[src/rtl/core/gbn_pkg.sv]
`timescale 1ns / 1ps
// ----------------------------------------------------------------------------
// gbn_pkg
// Types and constants shared by the go-back-n sender controller and datapath.
// ----------------------------------------------------------------------------
package gbn_pkg;

	// Configuration port
	localparam int CFG_IDX_W  = 1;
	localparam int CFG_DATA_W = 16;

	localparam logic [CFG_IDX_W-1:0] CFG_TIMEOUT = 1'b0;
	localparam logic [CFG_IDX_W-1:0] CFG_WINDOW  = 1'b1;

	localparam logic [15:0] TIMEOUT_RESET = 16'd600;
	localparam logic [3:0]  WINDOW_RESET  = 4'd8;

	// Event kinds on the input channel
	typedef enum logic [1:0] {
		KIND_MSG  = 2'd0,
		KIND_ACK  = 2'd1,
		KIND_TICK = 2'd2
	} kind_t;

	// Result status codes
	typedef enum logic [2:0] {
		ST_MSG_OK      = 3'd0,
		ST_MSG_DROP    = 3'd1,
		ST_ACK_TAKEN   = 3'd2,
		ST_ACK_CORRUPT = 3'd3,
		ST_ACK_IGNORED = 3'd4,
		ST_TIMEOUT     = 3'd5,
		ST_IDLE_TICK   = 3'd6
	} status_t;

	// Input item
	typedef struct packed {
		logic [1:0]         kind;
		logic [31:0]        ack_seq_field;
		logic signed [31:0] ack_number;
		logic [31:0]        ack_check_field;
		logic [15:0]        ack_payload_sum;
	} in_item_t;

	// Result item
	typedef struct packed {
		logic        send_valid;
		logic [30:0] send_seq;
		logic [9:0]  buffer_slot;
		logic        retransmit;
		logic [2:0]  status;
		logic        last;
	} out_item_t;

	// Result to load into the output register
	typedef struct packed {
		logic    valid;
		logic    send;
		logic    retx;
		logic    sel_cur;
		logic    last;
		status_t status;
	} emit_t;

	// Controller to datapath commands
	typedef struct packed {
		logic  latch;
		logic  check;
		logic  msg_send;
		logic  msg_buffer;
		logic  tick_count;
		logic  timer_clear;
		logic  timer_stop;
		logic  cur_load;
		logic  walk_step;
		logic  ack_commit;
		logic  send_new;
		logic  retx_step;
		emit_t emit;
	} dp_cmd_t;

	// Datapath to controller status
	typedef struct packed {
		logic [1:0] kind;
		logic       out_free;
		logic       buf_full;
		logic       can_send_now;
		logic       flight_zero;
		logic       ack_ok;
		logic       ack_in_window;
		logic       timer_running;
		logic       timeout_hit;
		logic       walk_done;
		logic       send_ok;
		logic       send_more;
		logic       retx_last;
	} dp_sts_t;

endpackage

[src/rtl/core/go_back_n_sender_top.sv]
`timescale 1ns / 1ps
// ----------------------------------------------------------------------------
// go_back_n_sender_top
// Go-Back-N sender control. Events come in one at a time: a message from the
// application, an ACK packet or a timer tick. Each event yields one or more
// results, the final one flagged by last. A message, a rejected ACK or a tick
// goes from accept through checksum check to decision, where its result is
// loaded; a taken ACK then steps the window base and its buffer slot forward
// once per acknowledged packet, commits, and emits a result per newly sent
// packet, or a single bare result when nothing new goes out; a timeout
// emits a result per retransmitted packet. The output register emits one
// result per cycle; a stalled output holds the sequencer and the input stays
// stalled until the item's final result is loaded. Buffer slots are sequence
// modulo BUFFER_DEPTH, kept by counters that step with the sequences, so any
// depth up to 1024 works without a divider. Configuration must be written by
// the user only while no item is being worked on; the block does not enforce it.
// ----------------------------------------------------------------------------
module go_back_n_sender_top import gbn_pkg::*; #(
	parameter int WINDOW_MAX   = 8,
	parameter int BUFFER_DEPTH = 1024
) (
	input  logic                  clk,
	input  logic                  arst_n,
	input  logic                  in_valid,
	output logic                  in_stall,
	input  in_item_t              in_data,
	output logic                  out_valid,
	input  logic                  out_stall,
	output out_item_t             out_data,
	input  logic                  cfg_wen,
	input  logic [CFG_IDX_W-1:0]  cfg_index,
	input  logic [CFG_DATA_W-1:0] cfg_wdata
);

	dp_cmd_t cmd;
	dp_sts_t sts;

	// Sequencer
	gbn_ctrl u_ctrl (
		.clk      (clk),
		.arst_n   (arst_n),
		.in_valid (in_valid),
		.in_stall (in_stall),
		.sts      (sts),
		.cmd      (cmd)
	);

	// Pointers, timer, checksum and output register
	gbn_datapath #(
		.WINDOW_MAX   (WINDOW_MAX),
		.BUFFER_DEPTH (BUFFER_DEPTH)
	) u_datapath (
		.clk       (clk),
		.arst_n    (arst_n),
		.in_data   (in_data),
		.out_valid (out_valid),
		.out_stall (out_stall),
		.out_data  (out_data),
		.cfg_wen   (cfg_wen),
		.cfg_index (cfg_index),
		.cfg_wdata (cfg_wdata),
		.cmd       (cmd),
		.sts       (sts)
	);

endmodule

[src/rtl/core/gbn_datapath.sv]
`timescale 1ns / 1ps
// ----------------------------------------------------------------------------
// gbn_datapath
// Sequence pointers, slot counters, retransmit timer, ACK checksum check,
// configuration registers and the output register of the sender.
// ----------------------------------------------------------------------------
module gbn_datapath import gbn_pkg::*; #(
	parameter int WINDOW_MAX   = 8,
	parameter int BUFFER_DEPTH = 1024
) (
	input  logic                  clk,
	input  logic                  arst_n,
	input  in_item_t              in_data,
	output logic                  out_valid,
	input  logic                  out_stall,
	output out_item_t             out_data,
	input  logic                  cfg_wen,
	input  logic [CFG_IDX_W-1:0]  cfg_index,
	input  logic [CFG_DATA_W-1:0] cfg_wdata,
	input  dp_cmd_t               cmd,
	output dp_sts_t               sts
);

	localparam int CW = $clog2(WINDOW_MAX + 1);
	localparam int SW = $clog2(BUFFER_DEPTH);
	localparam logic [CW:0]    WMAX_W    = (CW + 1)'(WINDOW_MAX);
	localparam logic [SW-1:0]  SLOT_LAST = SW'(BUFFER_DEPTH - 1);
	localparam logic [30:0]    DEPTH_W   = 31'(BUFFER_DEPTH);

	// End-around-carry add of one halfword
	function automatic logic [15:0] oc_add(input logic [15:0] sum, input logic [15:0] word);
		logic [16:0] t;
		t = {1'b0, sum} + {1'b0, word};
		return t[16] ? (t[15:0] + 16'd1) : t[15:0];
	endfunction

	// Slot of the following sequence; a sequence wrap restarts the slot at zero
	function automatic logic [SW-1:0] slot_inc(input logic [30:0] seq_new,
			input logic [SW-1:0] slot);
		logic [SW-1:0] r;
		if (seq_new == 31'd0 || slot == SLOT_LAST) begin
			r = '0;
		end else begin
			r = slot + SW'(1);
		end
		return r;
	endfunction

	in_item_t       in_q;
	logic           ack_ok_q;
	logic [15:0]    timeout_q;
	logic [3:0]     window_q;
	logic [30:0]    base_q;
	logic [SW-1:0]  base_slot_q;
	logic [30:0]    next_q;
	logic [SW-1:0]  next_slot_q;
	logic [30:0]    end_q;
	logic           run_q;
	logic [15:0]    count_q;
	logic [30:0]    cur_q;
	logic [SW-1:0]  cur_slot_q;
	logic [CW-1:0]  cnt_q;
	logic           out_valid_q;
	out_item_t      out_q;

	logic [CW-1:0]  win_eff;
	logic [30:0]    win_w;
	logic [30:0]    flight;
	logic [30:0]    held;
	logic [30:0]    next_inc;
	logic [30:0]    cur_inc;
	logic [30:0]    ack_target;
	logic [CW-1:0]  flight_lim;
	logic [CW:0]    cnt_inc;
	logic [15:0]    count_new;
	logic [15:0]    csum;
	logic           out_free;
	out_item_t      out_d;

	// Effective window: zero acts as one, clamp to the build limit
	always_comb begin
		if (window_q == 4'd0) begin
			win_eff = CW'(1);
		end else if ({28'd0, window_q} > 32'(WINDOW_MAX)) begin
			win_eff = CW'(WINDOW_MAX);
		end else begin
			win_eff = CW'(window_q);
		end
	end

	assign win_w      = 31'(win_eff);
	assign flight     = next_q - base_q;
	assign held       = end_q - base_q;
	assign next_inc   = next_q + 31'd1;
	assign cur_inc    = cur_q + 31'd1;
	assign ack_target = in_q.ack_number[30:0] + 31'd1;
	assign flight_lim = (flight < win_w) ? flight[CW-1:0] : win_eff;
	assign cnt_inc    = {1'b0, cnt_q} + (CW + 1)'(1);
	assign count_new  = (count_q != 16'hFFFF) ? (count_q + 16'd1) : count_q;
	assign out_free   = !out_valid_q || !out_stall;

	// Ones-complement sum over both halves of the sequence and ACK number fields and the payload sum
	always_comb begin
		csum = 16'd0;
		csum = oc_add(csum, in_q.ack_seq_field[15:0]);
		csum = oc_add(csum, in_q.ack_seq_field[31:16]);
		csum = oc_add(csum, in_q.ack_number[15:0]);
		csum = oc_add(csum, in_q.ack_number[31:16]);
		csum = oc_add(csum, in_q.ack_payload_sum);
	end

	// Status toward the controller
	always_comb begin
		sts.kind          = in_q.kind;
		sts.out_free      = out_free;
		sts.buf_full      = held >= DEPTH_W;
		sts.can_send_now  = (next_q == end_q) && (flight < win_w);
		sts.flight_zero   = flight == 31'd0;
		sts.ack_ok        = ack_ok_q;
		sts.ack_in_window = !in_q.ack_number[31] &&
			((in_q.ack_number[30:0] - base_q) < flight);
		sts.timer_running = run_q;
		sts.timeout_hit   = count_new >= timeout_q;
		sts.walk_done     = cur_q == ack_target;
		sts.send_ok       = (next_q != end_q) && (flight < win_w) && ({1'b0, cnt_q} < WMAX_W);
		sts.send_more     = (next_inc != end_q) && ((next_inc - base_q) < win_w) &&
			(cnt_inc < WMAX_W);
		sts.retx_last     = cnt_inc == {1'b0, flight_lim};
	end

	// Capture the item and its checksum verdict
	always_ff @(posedge clk) begin
		if (cmd.latch) begin
			in_q <= in_data;
		end
		if (cmd.check) begin
			ack_ok_q <= in_q.ack_check_field == {16'd0, ~csum};
		end
	end

	// Configuration registers
	always_ff @(posedge clk or negedge arst_n) begin
		if (!arst_n) begin
			timeout_q <= TIMEOUT_RESET;
			window_q  <= WINDOW_RESET;
		end else if (cfg_wen) begin
			case (cfg_index)
				CFG_TIMEOUT: timeout_q <= cfg_wdata;
				CFG_WINDOW:  window_q  <= cfg_wdata[3:0];
				default: ;
			endcase
		end
	end

	// Window pointers and their slot counters
	always_ff @(posedge clk or negedge arst_n) begin
		if (!arst_n) begin
			base_q      <= '0;
			base_slot_q <= '0;
			next_q      <= '0;
			next_slot_q <= '0;
			end_q       <= '0;
		end else begin
			if (cmd.msg_send || cmd.send_new) begin
				next_q      <= next_inc;
				next_slot_q <= slot_inc(next_inc, next_slot_q);
			end
			if (cmd.msg_send || cmd.msg_buffer) begin
				end_q <= end_q + 31'd1;
			end
			if (cmd.ack_commit) begin
				base_q      <= cur_q;
				base_slot_q <= cur_slot_q;
			end
		end
	end

	// Retransmit timer
	always_ff @(posedge clk or negedge arst_n) begin
		if (!arst_n) begin
			run_q   <= 1'b0;
			count_q <= '0;
		end else begin
			if (cmd.msg_send && next_q == base_q) begin
				run_q   <= 1'b1;
				count_q <= '0;
			end
			if (cmd.tick_count) begin
				count_q <= count_new;
			end
			if (cmd.timer_clear) begin
				count_q <= '0;
			end
			if (cmd.timer_stop) begin
				run_q <= 1'b0;
			end
			if (cmd.ack_commit) begin
				run_q   <= cur_q != next_q;
				count_q <= '0;
			end
			if (cmd.send_new && !run_q) begin
				run_q   <= 1'b1;
				count_q <= '0;
			end
		end
	end

	// Walk cursor and per-item result count
	always_ff @(posedge clk) begin
		if (cmd.cur_load) begin
			cur_q      <= base_q;
			cur_slot_q <= base_slot_q;
		end else if (cmd.walk_step || cmd.retx_step) begin
			cur_q      <= cur_inc;
			cur_slot_q <= slot_inc(cur_inc, cur_slot_q);
		end
		if (cmd.cur_load || cmd.ack_commit) begin
			cnt_q <= '0;
		end else if (cmd.send_new || cmd.retx_step) begin
			cnt_q <= cnt_inc[CW-1:0];
		end
	end

	// Build the result from the selected sequence
	always_comb begin
		logic [30:0]   seq_sel;
		logic [SW-1:0] slot_sel;
		logic [31:0]   slot_ext;
		seq_sel  = cmd.emit.sel_cur ? cur_q : next_q;
		slot_sel = cmd.emit.sel_cur ? cur_slot_q : next_slot_q;
		slot_ext = 32'(slot_sel);
		out_d.send_valid  = cmd.emit.send;
		out_d.send_seq    = cmd.emit.send ? seq_sel : 31'd0;
		out_d.buffer_slot = cmd.emit.send ? slot_ext[9:0] : 10'd0;
		out_d.retransmit  = cmd.emit.send && cmd.emit.retx;
		out_d.status      = cmd.emit.status;
		out_d.last        = cmd.emit.last;
	end

	// Output register: load on emit, drop after the transfer
	always_ff @(posedge clk or negedge arst_n) begin
		if (!arst_n) begin
			out_valid_q <= 1'b0;
		end else if (cmd.emit.valid) begin
			out_valid_q <= 1'b1;
		end else if (!out_stall) begin
			out_valid_q <= 1'b0;
		end
	end

	always_ff @(posedge clk) begin
		if (cmd.emit.valid) begin
			out_q <= out_d;
		end
	end

	assign out_valid = out_valid_q;
	assign out_data  = out_q;

`ifndef SYNTHESIS
	a_held_bound: assert property (@(posedge clk) disable iff (!arst_n)
		held <= DEPTH_W)
		else $error("buffered count beyond buffer depth");

	a_next_in_range: assert property (@(posedge clk) disable iff (!arst_n)
		flight <= held)
		else $error("next sequence outside buffered range");

	a_flight_bound: assert property (@(posedge clk) disable iff (!arst_n)
		flight <= 31'(WINDOW_MAX))
		else $error("more packets in flight than the window limit");

	a_emit_free: assert property (@(posedge clk) disable iff (!arst_n)
		cmd.emit.valid |-> out_free)
		else $error("result loaded over an untaken result");

	a_timer_idle: assert property (@(posedge clk) disable iff (!arst_n)
		!run_q |-> count_q == 16'd0)
		else $error("stopped timer holds a count");
`endif

endmodule

[src/rtl/core/gbn_ctrl.sv]
`timescale 1ns / 1ps
// ----------------------------------------------------------------------------
// gbn_ctrl
// Sequencer of the sender: takes one event, decides it, then walks the window
// base, sends new packets or retransmits; one result per cycle unless the output stalls.
// ----------------------------------------------------------------------------
module gbn_ctrl import gbn_pkg::*; (
	input  logic    clk,
	input  logic    arst_n,
	input  logic    in_valid,
	output logic    in_stall,
	input  dp_sts_t sts,
	output dp_cmd_t cmd
);

	typedef enum logic [5:0] {
		S_IDLE  = 6'b000001,
		S_CHECK = 6'b000010,
		S_EVAL  = 6'b000100,
		S_WALK  = 6'b001000,
		S_SEND  = 6'b010000,
		S_RETX  = 6'b100000
	} state_t;

	state_t state_q;
	state_t state_d;

	assign in_stall = state_q != S_IDLE;

	// Next state and commands
	always_comb begin
		state_d = state_q;
		cmd     = '0;
		case (state_q)
			S_IDLE: begin
				if (in_valid) begin
					cmd.latch = 1'b1;
					state_d   = S_CHECK;
				end
			end
			S_CHECK: begin
				cmd.check = 1'b1;
				state_d   = S_EVAL;
			end
			S_EVAL: begin
				if (sts.out_free) begin
					state_d         = S_IDLE;
					cmd.emit.valid  = 1'b1;
					cmd.emit.last   = 1'b1;
					case (sts.kind)
						KIND_MSG: begin
							if (sts.buf_full) begin
								cmd.emit.status = ST_MSG_DROP;
							end else if (sts.can_send_now) begin
								cmd.msg_send    = 1'b1;
								cmd.emit.send   = 1'b1;
								cmd.emit.status = ST_MSG_OK;
							end else begin
								cmd.msg_buffer  = 1'b1;
								cmd.emit.status = ST_MSG_OK;
							end
						end
						KIND_ACK: begin
							if (!sts.ack_ok) begin
								cmd.emit.status = ST_ACK_CORRUPT;
							end else if (!sts.ack_in_window) begin
								cmd.emit.status = ST_ACK_IGNORED;
							end else begin
								cmd.emit.valid = 1'b0;
								cmd.emit.last  = 1'b0;
								cmd.cur_load   = 1'b1;
								state_d        = S_WALK;
							end
						end
						KIND_TICK: begin
							if (!sts.timer_running) begin
								cmd.emit.status = ST_IDLE_TICK;
							end else if (sts.timeout_hit) begin
								cmd.timer_clear = 1'b1;
								cmd.emit.status = ST_TIMEOUT;
								if (sts.flight_zero) begin
									cmd.timer_stop = 1'b1;
								end else begin
									cmd.emit.valid = 1'b0;
									cmd.emit.last  = 1'b0;
									cmd.cur_load   = 1'b1;
									state_d        = S_RETX;
								end
							end else begin
								cmd.tick_count  = 1'b1;
								cmd.emit.status = ST_IDLE_TICK;
							end
						end
						default: begin
							cmd.emit.status = ST_IDLE_TICK;
						end
					endcase
				end
			end
			// Advance the cursor to the new base, one sequence a cycle
			S_WALK: begin
				if (sts.walk_done) begin
					cmd.ack_commit = 1'b1;
					state_d        = S_SEND;
				end else begin
					cmd.walk_step = 1'b1;
				end
			end
			S_SEND: begin
				if (sts.out_free) begin
					cmd.emit.valid  = 1'b1;
					cmd.emit.status = ST_ACK_TAKEN;
					if (sts.send_ok) begin
						cmd.send_new  = 1'b1;
						cmd.emit.send = 1'b1;
						cmd.emit.last = !sts.send_more;
						if (!sts.send_more) begin
							state_d = S_IDLE;
						end
					end else begin
						cmd.emit.last = 1'b1;
						state_d       = S_IDLE;
					end
				end
			end
			S_RETX: begin
				if (sts.out_free) begin
					cmd.retx_step      = 1'b1;
					cmd.emit.valid     = 1'b1;
					cmd.emit.send      = 1'b1;
					cmd.emit.retx      = 1'b1;
					cmd.emit.sel_cur   = 1'b1;
					cmd.emit.status    = ST_TIMEOUT;
					cmd.emit.last      = sts.retx_last;
					if (sts.retx_last) begin
						state_d = S_IDLE;
					end
				end
			end
			default: begin
				state_d = S_IDLE;
			end
		endcase
	end

	always_ff @(posedge clk or negedge arst_n) begin
		if (!arst_n) begin
			state_q <= S_IDLE;
		end else begin
			state_q <= state_d;
		end
	end

`ifndef SYNTHESIS
	a_accept_idle: assert property (@(posedge clk) disable iff (!arst_n)
		cmd.latch |=> state_q == S_CHECK)
		else $error("accepted item did not go to checksum check");

	a_emit_single: assert property (@(posedge clk) disable iff (!arst_n)
		$onehot0({cmd.msg_send, cmd.msg_buffer, cmd.send_new, cmd.retx_step, cmd.walk_step}))
		else $error("conflicting pointer commands");

	a_last_ends: assert property (@(posedge clk) disable iff (!arst_n)
		(cmd.emit.valid && cmd.emit.last) |=> state_q == S_IDLE)
		else $error("final result did not end the item");
`endif

endmodule
[config.mk]
export PLATFORM = sky130hd
export DESIGN_NAME = go_back_n_sender_top
export DESIGN_NICKNAME = d
export VERILOG_FILES = /design/src/rtl/core/gbn_pkg.sv /design/src/rtl/core/go_back_n_sender_top.sv /design/src/rtl/core/gbn_datapath.sv /design/src/rtl/core/gbn_ctrl.sv
export SDC_FILE = /design/constraint.sdc
export NUM_CORES = 1
export LEC_CHECK = 0
export BUFFER_PORTS_ARGS = -buffer_cell sky130_fd_sc_hd__buf_2
export CORE_ASPECT_RATIO = 1.4
export CORE_MARGIN = 8
export CORE_UTILIZATION = 40
export DETAILED_ROUTE_END_ITERATION = 7
export PLACE_DENSITY_LB_ADDON = 0.3
export SLEW_MARGIN = 20
export SYNTH_ARGS = -nofsm -noshare
export SYNTH_HDL_FRONTEND = slang
export SYNTH_HIERARCHICAL = 1
export SYNTH_SLANG_ARGS = --single-unit
[constraint.sdc]
create_clock -name clk -period 12.2 [get_ports clk]
set_clock_uncertainty 0.15 [all_clocks]
set_input_delay 1.83 -clock clk [delete_from_list [all_inputs] [get_ports clk]]
set_output_delay 1.83 -clock clk [all_outputs]
set_load 0.1 [all_outputs]
==> results.json <==
{
  "worstSetupPathType": "flop to flop",
  "final_nets": 3838,
  "tightest_slew_ns": 1.09,
  "globalRouteOverflowTotal": 0,
  "clk_pin_slew_worst_paths_ns": 0.06,
  "synth_warnings": 6,
  "post_dp_cell_area_sq_um": 31800,
  "swShare_pct": 50.4,
  "r2r_start": "u_datapath/in_q[96]$_DFFE_PP_",
  "hpwl_microns": 74900,
  "path_common_cell": "a21oi_1",
  "cts_tree": "done",
  "grt_max_degree": 79,
  "fin_area_sq_um": 33300,
  "clkLatencyLatePin_ns": 0.59,
  "critPathMaxStageDelay_ns": 0.51,
  "dieArea_sq_um": 84400,
  "via_per_inst": 5.70,
  "drt-wirelength-per-cell_microns": 21.4,
  "core_sq_um": 74900,
  "numClockSinks": 364,
  "hp-start": "u_datapath/count_q[8]$_DFFE_PN0P_",
  "reg2regPathDepth": 48,
  "crit_slowest_cell": "or4_1",
  "track_usage_pct": 22.1,
  "portBuffers": 184,
  "whs_endpoint": "u_datapath/count_q[8]$_DFFE_PN0P_",
  "ff2ff_setup_slack_ns": 0.69,
  "ant_nets": 0,
  "worst_setup_path_end_kind": "flop",
  "vdd_drop_max_mv": 0.642,
  "clkPwrFrac_pct": 11.4,
  "p_sw_mw": 5.64,
  "drive_above_1_share_pct": 11.1,
  "p_leak_nw": 13.5,
  "antenna_found_initial": 1,
  "syn_area_sq_um": 30100,
  "grt_pass1_wl_microns": 145000,
  "start_util_pct": 40.2,
  "max_cap_viol_count": 0,
  "synthCells": 3333,
  "yosys.area.top_type": "edfxtp_1",
  "start_kind": "flop",
  "timing.fmax_ghz": 0.0869,
  "fin_crit_ns": 11.51,
  "die_y_microns": 341,
  "dieWidth_microns": 248,
  "internal_power_mw": 5.55,
  "async_reset_ff_share_pct": 43.1,
  "h-tree-depth": 2,
  "hold_class": "flop to flop",
  "synth_top_area_share_pct": 20.2,
  "seqPwrFrac_pct": 13.9,
  "drt_first_pass_iters": 7,
  "fin_crit_sh_pct": 94.3,
  "status": "finished clean",
  "slew_headroom_pct": 26.6,
  "reg2reg_to": "u_datapath/ack_ok_q$_DFFE_PP_",
  "synth.yosys.seq_area_share_pct": 33.6,
  "ys.flop_type": "edfxtp_1",
  "setup_viol": 0,
  "grt_pass1_vias": 25200,
  "slew_violations": 0,
  "ys_types": 105,
  "numCtsBuffers": 42,
  "cts.path.max_buffers": 3,
  "num_io_pins": 185,
  "power.share.combinational_pct": 74.7,
  "synth_edf_count": 203,
  "cp_max_fo": 7,
  "synth_area_leaders": "edfxtp_1 (20%), dfrtp_1 (13%), ha_1 (11%)",
  "via_count": 25300,
  "arrival_ns": 11.70,
  "gp_congestion": 0.996,
  "area_growth_pct": 10.6,
  "wl_microns": 95200,
  "final_common_cell": "nand2_1",
  "drc": 0,
  "final_util_pct": 44.5,
  "dr.first_iter.drc_count": 1378,
  "finalHoldWorstSlack_ns": 0.333,
  "p_per_area_nw_per_um2": 336,
  "power.total_mw": 11.2,
  "root_buffer": "clkbuf_16",
  "rows": 119,
  "holdPathStages": 1,
  "final_cell_mix": "nand2_1 (313), xnor2_1 (281), ha_1 (257)",
  "critPathRequiredTime_ns": 12.39,
  "hold_viol_final": 0,
  "synth_seq_cells": 364,
  "synth_fp_nets": 3733,
  "post_synth.cell_area_avg_sq_um": 9.03
}
per-layer routing:
metal / GRT usage, % / vias to the layer above / share of wire, %
met4: 15.5 / 0 / 8.0
li1: - / 12200 / -
met5: 0 / - / 0
met2: 38.9 / 654 / 49
met3: 2.97 / 248 / 4.6
met1: 24.1 / 12200 / 38
worst max-delay path, delay by kind of cell (launching register included):
family | cells | cell delay [ns]
AO/OA/AOI/OAI | 27 | 5.75
AND/OR/NAND/NOR | 10 | 2.00
adder cells (fa/ha/maj) | 5 | 1.66
multiplexers | 3 | 0.89
flip-flops | 1 | 0.38
XOR/XNOR | 2 | 0.32
buffers and inverters | 1 | 0.07
state kept, by name, indices dropped and copies added (netlist names), 6 cells and up:
signal	flops
u_datapath/in_q	112
u_datapath/out_data	47
u_datapath/base_q	31
u_datapath/cur_q	31
u_datapath/end_q	31
u_datapath/next_q	31
u_datapath/count_q	16
u_datapath/timeout_q	16
u_datapath/base_slot_q	10
u_datapath/cur_slot_q	10
u_datapath/next_slot_q	10
u_ctrl/state_q	6
area by class of cell:
class                   count  area [sq um]
repair buffers            205          1080
multi-input cells        2692         19000
clock buffers              48          1110
clock inverters            29           253
fillers                  7284         41600
well taps                 968          1210
diodes                      1          2.50
flip-flops and latches    364         10100
inverters                 133           499
stage by stage:
stage,TNS (ns),setup slack [ns],std cells
after global placement,-0.0649,-0.0649,4358
after CTS,0,0.0652,4435
after detailed placement,-0.321,-0.321,4358
after global routing,-0.0183,-0.0183,4439
final,0,0.693,4440
after floorplan,0,1.18,3333
power groups by stage:
stage               Clock, mW  Combinational, mW  Sequential (mW)
floorplan                   0               6.31             1.67
global placement            0               7.96             1.58
detailed placement          0               8.05             1.58
CTS                      1.31               8.11             1.55
global route             1.36               9.23             1.57
finish                   1.28               8.36             1.55
kinds of logic after synthesis:
kind of cell / after synthesis / share of synthesized area, %
AOI/OAI and AO/OA: 722 / 15.6
and+or+nand+nor: 1159 / 19.6
buffers and inverters: 277 / 3.62
DFF: 364 / 33.6
adders and majority gates: 264 / 11.1
muxes: 85 / 2.96
xor gates and xnor gates: 462 / 13.5
worst max-delay path by stage:
stage	startpoint	endpoint	slack (ns)	cells after the start
2_1_floorplan	u_datapath/in_q[80]$_DFFE_PP_	u_datapath/ack_ok_q$_DFFE_PP_	1.18	48
3_3_place_gp	u_datapath/in_q[80]$_DFFE_PP_	u_datapath/ack_ok_q$_DFFE_PP_	-0.06	48
3_5_place_dp	u_datapath/in_q[96]$_DFFE_PP_	u_datapath/ack_ok_q$_DFFE_PP_	-0.32	48
4_1_cts	u_datapath/in_q[96]$_DFFE_PP_	u_datapath/ack_ok_q$_DFFE_PP_	0.07	49
5_1_grt	u_datapath/in_q[96]$_DFFE_PP_	u_datapath/ack_ok_q$_DFFE_PP_	-0.02	48
6_report	u_datapath/in_q[96]$_DFFE_PP_	u_datapath/ack_ok_q$_DFFE_PP_	0.69	48
repair_timing:
action	in CTS	in global routing
setup endpoints to repair	1	1
hold buffers	0	0
buffers inserted	0	4
gates resized for setup	4	16
pin swaps	1	4
cloned	0	0
cell usage after synthesis (18+ instances only):
library cell  instances
o21a_1               38
or2_2                21
mux2i_1              59
a31oi_1              26
inv_1               133
nor3_1               80
mux2_2               24
nand3_1             121
dfrtp_1             151
xnor2_1             281
and2_1               29
a21o_1               66
nand4_1              67
and3_1               58
nor2_1              213
edfxtp_1            203
nand2b_1             36
nand2_1             314
or3_1                18
o21bai_1             22
nor2b_1              83
clkbuf_1            109
a21oi_1             183
nor4_1               28
xor2_1              180
o31ai_1              22
ha_1                257
o21ai_0             188
(Power assumes the default switching activity.)
